==> config.mk <==
export PLATFORM = sky130hd
export DESIGN_NAME = antenna_rotator_position_controller
export DESIGN_NICKNAME = d
export VERILOG_FILES = /design/src/hw/rtl/arpc_pkg.sv /design/src/hw/rtl/antenna_rotator_position_controller.sv /design/src/hw/rtl/arpc_in_stage.sv /design/src/hw/rtl/arpc_motion.sv /design/src/hw/rtl/arpc_core.sv /design/src/hw/rtl/arpc_out_stage.sv
export SDC_FILE = /design/constraint.sdc
export NUM_CORES = 1
export LEC_CHECK = 0
export ABC_CLOCK_PERIOD_IN_PS = 31100
export BUFFER_PORTS_ARGS = -buffer_cell sky130_fd_sc_hd__buf_2
export CAP_MARGIN = 5
export CORE_MARGIN = 1.5
export CORE_UTILIZATION = 55
export CTS_CLUSTER_DIAMETER = 60
export CTS_CLUSTER_SIZE = 12
export DETAILED_ROUTE_END_ITERATION = 7
export PLACE_DENSITY = 0.73
export SYNTH_ARGS = -nofsm -noshare
export SYNTH_HDL_FRONTEND = slang
export SYNTH_HIERARCHICAL = 1
export SYNTH_SLANG_ARGS = --single-unit
==> constraint.sdc <==
create_clock -name clk -period 31.1 [get_ports clk]
set_clock_uncertainty 0.05 [all_clocks]
set_input_delay 6.22 -clock clk [delete_from_list [all_inputs] [get_ports clk]]
set_output_delay 6.22 -clock clk [all_outputs]
set_load 0.005 [all_outputs]
==> src/hw/rtl/arpc_pkg.sv <==
// ----------------------------------------------------------------------------
// arpc_pkg: shared types and constants of the rotator position controller
// Event codes, status codes, drive codes, register indexes, item and result
// structs, and the feedback staleness check.
// ----------------------------------------------------------------------------
package arpc_pkg;

	// event codes carried by an input item
	typedef enum logic [2:0] {
		OP_TICK     = 3'd0,
		OP_SET      = 3'd1,
		OP_FEEDBACK = 3'd2,
		OP_STOP     = 3'd3,
		OP_ZERO     = 3'd4,
		OP_MAINT    = 3'd5,
		OP_FAULT    = 3'd6
	} opcode_t;

	// status codes reported with every result item
	typedef enum logic [3:0] {
		ERR_OK          = 4'd0,
		ERR_AZ_RANGE    = 4'd1,
		ERR_EL_RANGE    = 4'd2,
		ERR_FAULT       = 4'd3,
		ERR_NO_FEEDBACK = 4'd4,
		ERR_MAINT       = 4'd5,
		ERR_STALE       = 4'd6,
		ERR_RAW_RANGE   = 4'd7,
		ERR_MAPPED_EL   = 4'd8,
		ERR_ZERO        = 4'd9
	} err_t;

	// motor commands
	typedef enum logic [1:0] {
		DRV_STOP = 2'd0,
		DRV_POS  = 2'd1,
		DRV_NEG  = 2'd2
	} drive_t;

	// configuration register indexes
	typedef enum logic [1:0] {
		REG_EXT      = 2'd0,
		REG_TIMEOUT  = 2'd1,
		REG_DEADBAND = 2'd2
	} cfg_reg_t;

	localparam int CfgIndexW = 2;
	localparam int CfgDataW  = 16;

	// register reset values
	localparam logic [15:0] TIMEOUT_RESET  = 16'd1000;
	localparam logic [9:0]  DEADBAND_RESET = 10'd50;
	localparam logic [15:0] TIMEOUT_ZERO   = 16'd1000;
	localparam logic [15:0] MAINT_DEFAULT  = 16'd1000;

	// angle limits in centidegrees
	localparam logic signed [16:0] AZ_TGT_MAX = 17'sd35900;
	localparam logic signed [16:0] EL_TGT_MAX = 17'sd18000;
	localparam logic signed [16:0] RAW_AZ_END = 17'sd36000;
	localparam logic signed [16:0] RAW_EL_MAX = 17'sd18000;
	localparam logic signed [16:0] RAW_EL_MIN = -17'sd18000;
	localparam logic signed [17:0] MAP_EL_MAX = 18'sd18000;
	localparam logic signed [17:0] MAP_EL_MIN = -18'sd9000;
	localparam logic signed [17:0] TURN_18    = 18'sd36000;
	localparam logic signed [16:0] TURN_17    = 17'sd36000;
	localparam logic signed [16:0] HALF_POS   = 17'sd18000;
	localparam logic signed [16:0] HALF_NEG   = -17'sd18000;

	localparam logic [16:0] AGE_MAX = 17'h1FFFF;

	// one input item
	typedef struct packed {
		opcode_t            opcode;
		logic               az_valid;
		logic               el_valid;
		logic signed [16:0] az;
		logic signed [16:0] el;
		logic [15:0]        duration;
	} item_t;

	// one result item
	typedef struct packed {
		logic               accepted;
		err_t               error_code;
		drive_t             az_drive;
		drive_t             el_drive;
		logic               moving;
		logic               stale;
		logic               maint;
		logic               fault;
		logic [15:0]        pos_az;
		logic signed [15:0] pos_el;
	} result_t;

	// configuration write
	typedef struct packed {
		logic                 we;
		logic [CfgIndexW-1:0] idx;
		logic [CfgDataW-1:0]  data;
	} cfg_wr_t;

	// in external mode, seen feedback counts as stale once its age passes the timeout (zero means TIMEOUT_ZERO)
	function automatic logic stale_f(input logic ext, input logic seen,
			input logic [16:0] age, input logic [15:0] timeout);
		logic [15:0] limit;
		limit = (timeout == 16'd0) ? TIMEOUT_ZERO : timeout;
		return ext && seen && (age > {1'b0, limit});
	endfunction

endpackage

==> src/hw/rtl/antenna_rotator_position_controller.sv <==
// ----------------------------------------------------------------------------
// antenna_rotator_position_controller: two-axis rotator position controller
// Bang-bang drive with deadband, zero offsets, feedback timeout, maintenance
// window and fault latch, all in centidegrees.
//
//   channel | direction | handshake            | payload
//   --------+-----------+----------------------+-------------------------------
//   in      | input     | in_valid / in_stall  | opcode, axis flags, angles,
//           |           |                      | duration_ms
//   out     | output    | out_valid / out_stall| status, drives, position
//   cfg     | input     | cfg_write            | cfg_index, cfg_data
//
// One item per cycle while neither side stalls. The edge that takes an item
// loads the input register; the item's result is loaded into the result
// register when the item moves on, after a single pass through the event
// logic and the motion check that lie between those registers.
// Reset clears the valid flags and returns the state and configuration registers to their reset values.
// A stalled result holds in the output register while one more item waits
// in the input register; in_stall rises only when both are full.
// ----------------------------------------------------------------------------
module antenna_rotator_position_controller
	import arpc_pkg::*;
(
	input  logic                 clk,
	input  logic                 arst_n,
	// configuration
	input  logic                 cfg_write,
	input  logic [CfgIndexW-1:0] cfg_index,
	input  logic [CfgDataW-1:0]  cfg_data,
	// input item
	input  logic                 in_valid,
	output logic                 in_stall,
	input  logic [2:0]           opcode,
	input  logic                 azimuth_valid,
	input  logic                 elevation_valid,
	input  logic signed [16:0]   azimuth_cdeg,
	input  logic signed [16:0]   elevation_cdeg,
	input  logic [15:0]          duration_ms,
	// result item
	output logic                 out_valid,
	input  logic                 out_stall,
	output logic                 accepted,
	output logic [3:0]           error_code,
	output logic [1:0]           azimuth_drive,
	output logic [1:0]           elevation_drive,
	output logic                 moving,
	output logic                 feedback_expired,
	output logic                 maintenance_active,
	output logic                 driver_fault,
	output logic [15:0]          position_azimuth,
	output logic signed [15:0]   position_elevation
);

	item_t   item_in, item_s1;
	cfg_wr_t cfg;
	logic    valid_s1;
	logic    fire;
	result_t result, result_q;

	// gather the payload ports
	always_comb begin
		item_in.opcode   = opcode_t'(opcode);
		item_in.az_valid = azimuth_valid;
		item_in.el_valid = elevation_valid;
		item_in.az       = azimuth_cdeg;
		item_in.el       = elevation_cdeg;
		item_in.duration = duration_ms;
		cfg.we           = cfg_write;
		cfg.idx          = cfg_index;
		cfg.data         = cfg_data;
	end

	arpc_in_stage u_in (
		.clk      (clk),
		.arst_n   (arst_n),
		.in_valid (in_valid),
		.in_stall (in_stall),
		.item_in  (item_in),
		.fire     (fire),
		.valid_s1 (valid_s1),
		.item_s1  (item_s1)
	);

	arpc_core u_core (
		.clk     (clk),
		.arst_n  (arst_n),
		.cfg     (cfg),
		.fire    (fire),
		.item_s1 (item_s1),
		.result  (result)
	);

	arpc_out_stage u_out (
		.clk       (clk),
		.arst_n    (arst_n),
		.valid_s1  (valid_s1),
		.result    (result),
		.fire      (fire),
		.out_valid (out_valid),
		.out_stall (out_stall),
		.result_q  (result_q)
	);

	// spread the result onto its ports
	assign accepted           = result_q.accepted;
	assign error_code         = result_q.error_code;
	assign azimuth_drive      = result_q.az_drive;
	assign elevation_drive    = result_q.el_drive;
	assign moving             = result_q.moving;
	assign feedback_expired   = result_q.stale;
	assign maintenance_active = result_q.maint;
	assign driver_fault       = result_q.fault;
	assign position_azimuth   = result_q.pos_az;
	assign position_elevation = result_q.pos_el;

endmodule

==> src/hw/rtl/arpc_in_stage.sv <==
// ----------------------------------------------------------------------------
// arpc_in_stage: input register
// Captures one item per cycle while not stalled and holds it until the core takes it.
// ----------------------------------------------------------------------------
module arpc_in_stage
	import arpc_pkg::*;
(
	input  logic  clk,
	input  logic  arst_n,
	input  logic  in_valid,
	output logic  in_stall,
	input  item_t item_in,
	input  logic  fire,
	output logic  valid_s1,
	output item_t item_s1
);

	logic take;

	// stall only while a held item cannot move on
	assign in_stall = valid_s1 && !fire;
	assign take     = in_valid && !in_stall;

	// hold the valid flag
	always_ff @(posedge clk or negedge arst_n) begin
		if (!arst_n) begin
			valid_s1 <= 1'b0;
		end else if (take) begin
			valid_s1 <= 1'b1;
		end else if (fire) begin
			valid_s1 <= 1'b0;
		end
	end

	// capture the payload
	always_ff @(posedge clk) begin
		if (take) begin
			item_s1 <= item_in;
		end
	end

endmodule

==> src/hw/rtl/arpc_motion.sv <==
// ----------------------------------------------------------------------------
// arpc_motion: axis errors and deadband decision
// Wraps the azimuth error into a half turn and gives each axis its drive.
// ----------------------------------------------------------------------------
module arpc_motion
	import arpc_pkg::*;
(
	input  logic [15:0]        tgt_az,
	input  logic [14:0]        tgt_el,
	input  logic [15:0]        cur_az,
	input  logic signed [15:0] cur_el,
	input  logic [9:0]         deadband,
	output drive_t             az_dir,
	output drive_t             el_dir,
	output logic               outside
);

	logic signed [16:0] az_diff;
	logic signed [16:0] az_err;
	logic [16:0]        az_mag;
	logic signed [17:0] el_err;
	logic [17:0]        el_mag;
	logic               az_out;
	logic               el_out;

	// wrap the azimuth error into plus or minus half a turn
	assign az_diff = $signed({1'b0, tgt_az}) - $signed({1'b0, cur_az});

	always_comb begin
		if (az_diff > HALF_POS) begin
			az_err = az_diff - TURN_17;
		end else if (az_diff < HALF_NEG) begin
			az_err = az_diff + TURN_17;
		end else begin
			az_err = az_diff;
		end
	end

	assign el_err = $signed({3'b000, tgt_el}) - $signed({{2{cur_el[15]}}, cur_el});

	// take magnitudes and compare against the deadband
	assign az_mag = az_err[16] ? 17'(-az_err) : 17'(az_err);
	assign el_mag = el_err[17] ? 18'(-el_err) : 18'(el_err);
	assign az_out = az_mag > {7'd0, deadband};
	assign el_out = el_mag > {8'd0, deadband};

	assign az_dir  = !az_out ? DRV_STOP : (az_err[16] ? DRV_NEG : DRV_POS);
	assign el_dir  = !el_out ? DRV_STOP : (el_err[17] ? DRV_NEG : DRV_POS);
	assign outside = az_out || el_out;

endmodule

==> src/hw/rtl/arpc_core.sv <==
// ----------------------------------------------------------------------------
// arpc_core: controller state and event handling
// Holds configuration and axis state, applies one event per cycle while items fire and forms
// the status of the result item from the updated state.
// ----------------------------------------------------------------------------
module arpc_core
	import arpc_pkg::*;
(
	input  logic    clk,
	input  logic    arst_n,
	input  cfg_wr_t cfg,
	input  logic    fire,
	input  item_t   item_s1,
	output result_t result
);

	// configuration
	logic        ext_q;
	logic [15:0] timeout_q;
	logic [9:0]  deadband_q;

	// axis and control state
	logic [15:0]        tgt_az_q, tgt_az_d;
	logic [14:0]        tgt_el_q, tgt_el_d;
	logic [15:0]        cur_az_q, cur_az_d;
	logic signed [15:0] cur_el_q, cur_el_d;
	logic [15:0]        zoff_az_q, zoff_az_d;
	logic signed [15:0] zoff_el_q, zoff_el_d;
	logic [15:0]        raw_az_q, raw_az_d;
	logic signed [15:0] raw_el_q, raw_el_d;
	logic               cmd_q, cmd_d;
	logic               moving_q, moving_d, moving_keep;
	logic               seen_q, seen_d;
	logic [16:0]        age_q, age_d;
	logic [15:0]        rem_q, rem_d;
	logic               maint_q, maint_d;
	logic               fault_q, fault_d;

	logic               accepted;
	err_t               err;
	logic               eval;
	logic               stale_old, stale_new;
	logic               raw_bad, el_map_bad;
	logic signed [17:0] fb_az_diff, fb_az_map;
	logic signed [17:0] fb_el_map;
	drive_t             az_dir, el_dir;
	logic               outside;
	logic               moving_eval;

	assign stale_old = stale_f(ext_q, seen_q, age_q, timeout_q);

	// map raw feedback through the zero offsets
	assign raw_bad = item_s1.az[16] || (item_s1.az >= RAW_AZ_END) ||
		(item_s1.el < RAW_EL_MIN) || (item_s1.el > RAW_EL_MAX);
	assign fb_az_diff = $signed({2'b00, item_s1.az[15:0]}) - $signed({2'b00, zoff_az_q});
	assign fb_az_map  = fb_az_diff[17] ? fb_az_diff + TURN_18 : fb_az_diff;
	assign fb_el_map  = $signed({item_s1.el[16], item_s1.el}) -
		$signed({{2{zoff_el_q[15]}}, zoff_el_q});
	assign el_map_bad = (fb_el_map < MAP_EL_MIN) || (fb_el_map > MAP_EL_MAX);

	// next state for the event held in the input register
	always_comb begin
		tgt_az_d    = tgt_az_q;
		tgt_el_d    = tgt_el_q;
		cur_az_d    = cur_az_q;
		cur_el_d    = cur_el_q;
		zoff_az_d   = zoff_az_q;
		zoff_el_d   = zoff_el_q;
		raw_az_d    = raw_az_q;
		raw_el_d    = raw_el_q;
		cmd_d       = cmd_q;
		moving_keep = moving_q;
		seen_d      = seen_q;
		age_d       = age_q;
		rem_d       = rem_q;
		maint_d     = maint_q;
		fault_d     = fault_q;
		accepted    = 1'b1;
		err         = ERR_OK;
		eval        = 1'b0;

		unique case (item_s1.opcode)
			OP_TICK: begin
				if (age_q != AGE_MAX) begin
					age_d = age_q + 17'd1;
				end
				if (maint_q) begin
					if (rem_q == 16'd0) begin
						maint_d = 1'b0;
					end else begin
						rem_d = rem_q - 16'd1;
					end
				end
				eval = 1'b1;
			end
			OP_SET: begin
				priority if (item_s1.az_valid &&
						(item_s1.az[16] || item_s1.az > AZ_TGT_MAX)) begin
					err = ERR_AZ_RANGE;
				end else if (item_s1.el_valid &&
						(item_s1.el[16] || item_s1.el > EL_TGT_MAX)) begin
					err = ERR_EL_RANGE;
				end else if (fault_q) begin
					err = ERR_FAULT;
				end else if (ext_q && !seen_q) begin
					err = ERR_NO_FEEDBACK;
				end else if (maint_q) begin
					err = ERR_MAINT;
				end else if (stale_old) begin
					err = ERR_STALE;
				end else begin
					err = ERR_OK;
				end
				if (err != ERR_OK) begin
					accepted = 1'b0;
				end else begin
					if (item_s1.az_valid) begin
						tgt_az_d = item_s1.az[15:0];
					end
					if (item_s1.el_valid) begin
						tgt_el_d = item_s1.el[14:0];
					end
					cmd_d = 1'b1;
					// simulator mode: the target is reached at once
					if (!ext_q) begin
						cur_az_d = tgt_az_d;
						cur_el_d = $signed({1'b0, tgt_el_d});
						cmd_d    = 1'b0;
					end
					eval = 1'b1;
				end
			end
			OP_FEEDBACK: begin
				if (raw_bad) begin
					accepted = 1'b0;
					err      = ERR_RAW_RANGE;
				end else if (el_map_bad) begin
					accepted = 1'b0;
					err      = ERR_MAPPED_EL;
				end else begin
					raw_az_d = item_s1.az[15:0];
					raw_el_d = item_s1.el[15:0];
					seen_d   = 1'b1;
					age_d    = 17'd0;
					maint_d  = 1'b0;
					rem_d    = 16'd0;
					cur_az_d = fb_az_map[15:0];
					cur_el_d = fb_el_map[15:0];
					eval     = 1'b1;
				end
			end
			OP_STOP: begin
				cmd_d       = 1'b0;
				moving_keep = 1'b0;
			end
			OP_ZERO: begin
				if (moving_q || (ext_q && !seen_q) || maint_q || stale_old) begin
					accepted = 1'b0;
					err      = ERR_ZERO;
				end else begin
					cmd_d = 1'b0;
					if (ext_q) begin
						zoff_az_d = raw_az_q;
						zoff_el_d = raw_el_q;
					end
					cur_az_d    = 16'd0;
					cur_el_d    = 16'sd0;
					moving_keep = 1'b0;
					tgt_az_d    = 16'd0;
					tgt_el_d    = 15'd0;
				end
			end
			OP_MAINT: begin
				rem_d       = (item_s1.duration == 16'd0) ? MAINT_DEFAULT : item_s1.duration;
				maint_d     = 1'b1;
				cmd_d       = 1'b0;
				moving_keep = 1'b0;
			end
			OP_FAULT: begin
				fault_d     = 1'b1;
				cmd_d       = 1'b0;
				moving_keep = 1'b0;
			end
			default: begin
				accepted = 1'b0;
			end
		endcase
	end

	// evaluate motion on the updated state
	arpc_motion u_motion (
		.tgt_az   (tgt_az_d),
		.tgt_el   (tgt_el_d),
		.cur_az   (cur_az_d),
		.cur_el   (cur_el_d),
		.deadband (deadband_q),
		.az_dir   (az_dir),
		.el_dir   (el_dir),
		.outside  (outside)
	);

	assign stale_new   = stale_f(ext_q, seen_d, age_d, timeout_q);
	assign moving_eval = ext_q && cmd_d && seen_d && !stale_new && !fault_d && outside;
	assign moving_d    = eval ? moving_eval : moving_keep;

	// form the status from the updated state
	always_comb begin
		result.accepted   = accepted;
		result.error_code = err;
		result.az_drive   = moving_d ? az_dir : DRV_STOP;
		result.el_drive   = moving_d ? el_dir : DRV_STOP;
		result.moving     = moving_d && !stale_new && !fault_d && !maint_d;
		result.stale      = stale_new;
		result.maint      = maint_d;
		result.fault      = fault_d;
		result.pos_az     = cur_az_d;
		result.pos_el     = cur_el_d;
	end

	// update state on each event and configuration write
	always_ff @(posedge clk or negedge arst_n) begin
		if (!arst_n) begin
			ext_q      <= 1'b0;
			timeout_q  <= TIMEOUT_RESET;
			deadband_q <= DEADBAND_RESET;
			tgt_az_q   <= '0;
			tgt_el_q   <= '0;
			cur_az_q   <= '0;
			cur_el_q   <= '0;
			zoff_az_q  <= '0;
			zoff_el_q  <= '0;
			raw_az_q   <= '0;
			raw_el_q   <= '0;
			cmd_q      <= 1'b0;
			moving_q   <= 1'b0;
			seen_q     <= 1'b0;
			age_q      <= '0;
			rem_q      <= '0;
			maint_q    <= 1'b0;
			fault_q    <= 1'b0;
		end else begin
			if (fire) begin
				tgt_az_q  <= tgt_az_d;
				tgt_el_q  <= tgt_el_d;
				cur_az_q  <= cur_az_d;
				cur_el_q  <= cur_el_d;
				zoff_az_q <= zoff_az_d;
				zoff_el_q <= zoff_el_d;
				raw_az_q  <= raw_az_d;
				raw_el_q  <= raw_el_d;
				cmd_q     <= cmd_d;
				moving_q  <= moving_d;
				seen_q    <= seen_d;
				age_q     <= age_d;
				rem_q     <= rem_d;
				maint_q   <= maint_d;
				fault_q   <= fault_d;
			end
			if (cfg.we) begin
				unique case (cfg_reg_t'(cfg.idx))
					REG_EXT: begin
						ext_q <= cfg.data[0];
						// entering external mode drops motion and feedback
						if (cfg.data[0]) begin
							cmd_q    <= 1'b0;
							moving_q <= 1'b0;
							seen_q   <= 1'b0;
						end
					end
					REG_TIMEOUT: begin
						timeout_q <= cfg.data;
					end
					REG_DEADBAND: begin
						deadband_q <= cfg.data[9:0];
					end
					default: begin
					end
				endcase
			end
		end
	end

endmodule

==> src/hw/rtl/arpc_out_stage.sv <==
// ----------------------------------------------------------------------------
// arpc_out_stage: result register
// Holds a result item until the receiver takes it.
// ----------------------------------------------------------------------------
module arpc_out_stage
	import arpc_pkg::*;
(
	input  logic    clk,
	input  logic    arst_n,
	input  logic    valid_s1,
	input  result_t result,
	output logic    fire,
	output logic    out_valid,
	input  logic    out_stall,
	output result_t result_q
);

	// advance when the register is empty or being emptied
	assign fire = valid_s1 && (!out_valid || !out_stall);

	// hold the valid flag
	always_ff @(posedge clk or negedge arst_n) begin
		if (!arst_n) begin
			out_valid <= 1'b0;
		end else if (fire) begin
			out_valid <= 1'b1;
		end else if (!out_stall) begin
			out_valid <= 1'b0;
		end
	end

	// load the result
	always_ff @(posedge clk) begin
		if (fire) begin
			result_q <= result;
		end
	end

endmodule

==> results of run 1 <==
==> per-stage QoR <==
stage | instances | worst slack, ps
5_1_grt | 2753 | 17440
3_5_place_dp | 2689 | 17500
3_3_place_gp | 2689 | 17530
6_report | 2754 | 17540
2_1_floorplan | 2173 | 16770
4_1_cts | 2752 | 17510
==> worst max path at each step <==
stage               endpoint  startpoint  cells after the start
floorplan           in_stall   out_stall                      3
global placement    in_stall   out_stall                      6
detailed placement  in_stall   out_stall                      6
CTS                 in_stall   out_stall                      6
global route        in_stall   out_stall                      6
finish              in_stall   out_stall                      6
==> metal layers <==
layer	global-route usage (%)	wire [um]	vias up
li1	-	-	8269
met1	41.0	25300	8292
met2	40.6	23000	647
met3	4.11	3760	94
met4	10.6	1790	0
met5	0	0	-
==> final cells by class <==
type                            count  area share (%)
Timing Repair Buffer              143            3.40
Multi-Input combinational cell   1644            52.0
Clock inverter                     13           0.470
Sequential cell                   294            34.8
Clock buffer                       50            4.35
Inverter                          141            2.34
Antenna cell                        1          0.0111
Tap cell                          468            2.59
==> kinds of logic after synthesis <==
logic type | count (synthesis) | synth area share (%)
AO/OA/AOI/OAI | 666 | 22.8
AND/OR/NAND/NOR | 620 | 14.9
flip-flops | 294 | 38.3
buffers and inverters | 235 | 4.63
multiplexers | 152 | 8.07
adder cells (fa/ha/maj) | 126 | 7.82
XOR/XNOR | 80 | 3.45
==> critical path, cell delays in order <==
cell	delay (ps)
buf_2	120
a21boi_4	110
buf_4	440
nand2b_4	240
inv_1	40
buf_2	110
==> placed cells by master, fill, tap and decap left out, types with 21 or more instances in the layout <==
cell type  instances
dfrtp_1          185
nand2_1          182
nor2_1           151
inv_1            141
o21ai_0          132
a21oi_1          129
buf_2            123
ha_1             122
mux2_2           109
edfxtp_1         100
xnor2_1           57
nor3_1            44
mux2i_1           43
a21o_1            42
clkbuf_16         36
a22o_1            36
a31oi_1           35
nand3_1           31
o21a_1            31
nand2b_1          30
nor2b_1           28
nor4_1            26
o21ai_1           25
xor2_1            22
o211ai_1          21
==> key figures, run 1 <==
Worst setup path
  – Crit path DAT: 7290 ps
  – FF-to-FF setup slack: 18720 ps
  – RR Startpoint: u_core/timeout_q[0]$_DFFE_PN0P_
  – Worst setup EP type: output port
  – Critical path fanouts, max: 41
  – Critical Path RT: 24830 ps
  – CP startpoint kind: input port
  – CP Class: in -> out
  – RR Endpoint: u_out/result_q[39]$_DFFE_PP_
  – Reg2Reg Depth: 45

Final layout
  – Footprint of the multi-input gates: 11800 um2
  – Max FFs per register: 55
  – Area Growth Syn to Fin: 10.0%
  – NumNets Final: 2463
  – Fraction of layout cells with a size suffix above 1: 16.7%
  – FF/Latch Area: 7870 um2
  – Design Area, Final: 22600 um2
  – Largest register by flop count: u_in/item_s1
  – FILL cells: 3043
  – Util after Layout: 61.6%
  – Top Registers: u_in/item_s1: 55 flops, u_out/result_q: 45 flops, u_core/age_q: 17 flops

Clock tree
  – Root Driver: clkbuf_16
  – CTS buffer count: 35
  – Bufs on Longest Clock Path: 3
  – Clk sinks: 294
  – Clock transition at path regs: 50 ps
  – Clk Latency, worst-skew pair: 550 ps
  – CTS Hold Bufs: 0
  – Post-CTS setup buffers: 0
  – TritonCTS clock tree: yes
  – Post-CTS Resized: 0
  – H-tree depth: 2

Place
  – Gpl congestion: 0.903
  – DP Area: 21500 um2
  – Buffers on Ports: 124
  – DP HPWL: 40000 um

Die
  – I/O pins: 125
  – CORE AREA: 36700 um2
  – Die ar.: 38500 um2
  – Die W: 196 um
  – Initial Utilization: 56.0%
  – Chip height: 196 um
  – Rows: 70

Routing
  – Pre-Repair DR Iteration Count: 6
  – Per-cell routed wire length: 19.5 um
  – Vias per cell: 6.28
  – Final WL: 53800 um
  – Total number of vias: 17300
  – Iteration-0 DRC count of the detailed router: 1564
  – ANT nets after route: 0
  – Residual DRC: 0

Global routing
  – Largest net degree at the start of global routing: 70
  – Tot GR Track Use: 27.6%
  – First-pass GRT wire length: 85000 um
  – Initial antenna violation count: 1
  – GRT Residual Overflow: 0
  – Vias in the first global route: 16100

Timing
  – RSZ-0062 raised after global routing: false
  – Fin Hold WS: 448 ps
  – Final Cycle Share: 43.6%
  – Fmax: 73.8 MHz
  – Max Transition Viols Final: 0
  – Setup TNS: 0 ps
  – Slew Limit Headroom: 33.0%
  – Final min period: 13560 ps
  – Worst slew pin tran: 1010 ps
  – Final-report hold violation count: 0
  – Final setup vio count: 0

Hold path
  – Min-delay src: u_core/raw_az_q[1]$_DFFE_PN0P_
  – Hold depth: 1
  – Worst hold endpoint: u_core/zoff_az_q[1]$_DFFE_PN0P_
  – Worst min path class: reg -> reg

Yosys
  – Synth Cell Area: 20600 um2
  – Synth cell count leaders: dfrtp_1, nand2_1, nor2_1
  – Mean Syn Cell Area: 9.46 um2
  – #FFs+latches synth: 294
  – Register area share after synthesis: 38.3%
  – Unique cell type count in the Yosys netlist: 109
  – Top-count cell post-synth: dfrtp_1
  – Post-synth EDFFs: 100
  – Synthesized instance count: 2173
  – Synthesis warning total: 6
  – Synth Flop Type: dfrtp_1
  – Post-synth top area share: 22.5%
  – Synth Net Count: 2377
  – Top post-synthesis cells by area: dfrtp_1, edfxtp_1, ha_1
  – Largest area contributor in the netlist: dfrtp_1
  – Post-synth ARST share: 66.0%

Status
  – Status: finished clean

Run
  – Max-cap violations: 0
Power of run 1 is not shown: default switching activity piles up to over one toggle a cycle in this logic, so the estimate is an artifact.
==> run 2: changes to the inputs <==
--- a/config.mk
+++ b/config.mk
@@ -5,7 +5,7 @@
 export SDC_FILE = /design/constraint.sdc
 export NUM_CORES = 1
 export LEC_CHECK = 0
-export ABC_CLOCK_PERIOD_IN_PS = 31100
+export ABC_CLOCK_PERIOD_IN_PS = 14200
 export BUFFER_PORTS_ARGS = -buffer_cell sky130_fd_sc_hd__buf_2
 export CAP_MARGIN = 5
 export CORE_MARGIN = 1.5
==> constraint.sdc (replaced) <==
create_clock -name clk -period 14.2 [get_ports clk]
set_clock_uncertainty 0.05 [all_clocks]
set_input_delay 2.84 -clock clk [delete_from_list [all_inputs] [get_ports clk]]
set_output_delay 2.84 -clock clk [all_outputs]
set_load 0.005 [all_outputs]
==> run 2 against run 1 <==
Effect of this change: hold slack worse by 9.7 ps; utilization is 0.079 points lower; die area stayed put; count of clock-buffer cells in the layout fell by 1; first-iteration DRC count is 5.1% lower; critical path depth up 39; register-to-register slack got worse by 17000 ps; routed wire length up 5.3%; global-route usage up 1.7 points; cell count about the same; cell area is 0.13% lower; non-clock buffer count is 1 lower; critical endpoint is now u_out/result_q[35]$_DFFE_PP_; largest cell class unchanged.
==> key figures, run 2 (synthesis gave the netlist of run 1 again) <==
Worst setup path
  – Slowest Stage Delay on Critical Path: 970 ps (+530 ps)
  – CP startpoint kind: flop
  – Crit-path slowest cell: a2111oi_0
  – Most used cell along the critical path: o21a_1
  – Crit path DAT: 12410 ps (+5120 ps)
  – CP Class: reg -> reg
  – Critical path fanouts, max: 31 (-24%)
  – Worst setup EP type: flop
  – Critical Path RT: 14450 ps (-10380 ps)

Timing
  – Final min period: 12170 ps
  – Final setup vio count: 0 (unchanged)
  – Fmax: 82.2 MHz
  – Slew Limit Headroom: 21.1% (-12 points)
  – RSZ-0062 raised after global routing: false
  – Worst slew pin tran: 1150 ps (+149 ps)
  – Final Cycle Share: 85.7%
  – Setup TNS: 0 ps (unchanged)
  – Max Transition Viols Final: 0 (unchanged)
  – Final-report hold violation count: 0 (unchanged)

Routing
  – Pre-Repair DR Iteration Count: 5 (-1)
  – Vias per cell: 6.36 (+1.2%)
  – ANT nets after route: 0 (unchanged)
  – Iteration-0 DRC count of the detailed router: 1485 (-5.1%)
  – Final WL: 56700 um (+5.3%)
  – Per-cell routed wire length: 20.6 um (+5.3%)
  – Residual DRC: 0 (unchanged)
  – Total number of vias: 17500 (+1.2%)

Clock tree
  – TritonCTS clock tree: yes
  – Post-CTS setup buffers: 0 (unchanged)
  – Post-CTS Resized: 0 (unchanged)
  – H-tree depth: 2 (unchanged)
  – CTS buffer count: 35 (unchanged)
  – CTS Hold Bufs: 0 (unchanged)
  – Clk sinks: 294 (unchanged)
  – Clk Latency, worst-skew pair: 560 ps (about the same)
  – Bufs on Longest Clock Path: 3 (unchanged)
  – Clock transition at path regs: 60 ps (about the same)
  – Root Driver: clkbuf_16

Place
  – Gpl congestion: 0.923 (+2.2%)
  – Buffers on Ports: 124 (unchanged)
  – Placed cell count: 2689 (unchanged)
  – DP HPWL: 42200 um (+5.6%)

Global routing
  – Vias in the first global route: 16300 (+1.3%)
  – First-pass GRT wire length: 89000 um (+4.7%)
  – Initial antenna violation count: 0 (-1)
  – Tot GR Track Use: 29.3% (+1.7 points)
  – GRT Residual Overflow: 0 (unchanged)
  – Largest net degree at the start of global routing: 120 (+71%)

Final layout
  – Commonest non-fill, non-tap cell in the layout: dfrtp_1
  – Area Growth Syn to Fin: 9.86%
  – Top Registers: u_in/item_s1: 55 flops, u_out/result_q: 45 flops, u_core/age_q: 17 flops
  – Final non-filler cell total: 2753 (-0.036%)
  – Max FFs per register: 55 (unchanged)
  – Fraction of layout cells with a size suffix above 1: 16.7% (unchanged)
  – Largest register by flop count: u_in/item_s1
  – Antenna diodes: 0 (-1)
  – NumNets Final: 2462 (-0.041%)
  – Most frequent cells in the layout: dfrtp_1, nand2_1, nor2_1
  – FILL cells: 3132 (+2.9%)

Die
  – Die ar.: 38500 um2 (unchanged)
  – Chip height: 196 um (unchanged)
  – CORE AREA: 36700 um2 (unchanged)
  – Initial Utilization: 56.0% (unchanged)
  – I/O pins: 125 (unchanged)
  – Die W: 196 um (unchanged)
  – Rows: 70 (unchanged)

Status
  – Status: finished clean

Run
  – Max-cap violations: 0 (unchanged)

Hold path
  – Worst min path class: reg -> reg
run 2: worst paths after layout:
check	end	from	slack, ps	depth (start not counted)
max reg2reg	u_out/result_q[35]$_DFFE_PP_	u_core/timeout_q[0]$_DFFE_PN0P_	2030	45
min reg2reg	u_core/zoff_el_q[11]$_DFFE_PN0P_	u_core/raw_el_q[11]$_DFFE_PN0P_	440	1
min	u_core/zoff_el_q[11]$_DFFE_PN0P_	u_core/raw_el_q[11]$_DFFE_PN0P_	440	1
max in group asynchronous	u_core/cur_az_q[0]$_DFFE_PN0P_	arst_n	10120	2
min in group asynchronous	u_core/rem_q[0]$_DFFE_PN0P_	arst_n	2350	1
max	u_out/result_q[35]$_DFFE_PP_	u_core/timeout_q[0]$_DFFE_PN0P_	2030	45
run 2: critical path: cells and delay by family (launching register included):
family	cells	cell delay (ps)
XOR/XNOR	1	410
AND/OR/NAND/NOR	13	3470
adder cells (fa/ha/maj)	4	1200
buffers and inverters	3	620
flip-flops	1	440
multiplexers	1	230
AO/OA/AOI/OAI	23	5480
run 2: per-stage QoR:
step	worst slack [ps]	area [um2]	hold slack, ps	util (%)
floorplan	3920	20600	407	-
global placement	2710	21500	424	58.6
detailed placement	2180	21500	436	58.6
CTS	2190	22600	437	61.5
global route	1260	22600	459	61.5
finish	2030	22600	438	61.5
run 2: area by class of cell:
class	count	area (um2)	share of cell area [%]
tap	468	586	2.59
clock buffer	49	960	4.25
clock inverter	15	109	0.482
inverter	141	529	2.34
timing repair buffer	142	764	3.39
sequential	294	7870	34.8
multi-input combinational	1644	11800	52.1
run 2: layer usage:
| metal | global-route usage, % | vias to the layer above | wire (um) |
|---|---|---|---|
| met2 | 43.5 | 687 | 24500 |
| met1 | 43.2 | 8466 | 26400 |
| met4 | 11.5 | 0 | 1850 |
| met5 | 0 | - | 0 |
| met3 | 4.09 | 106 | 3960 |
| li1 | - | 8242 | - |
Power of run 2 is left out for the same reason.
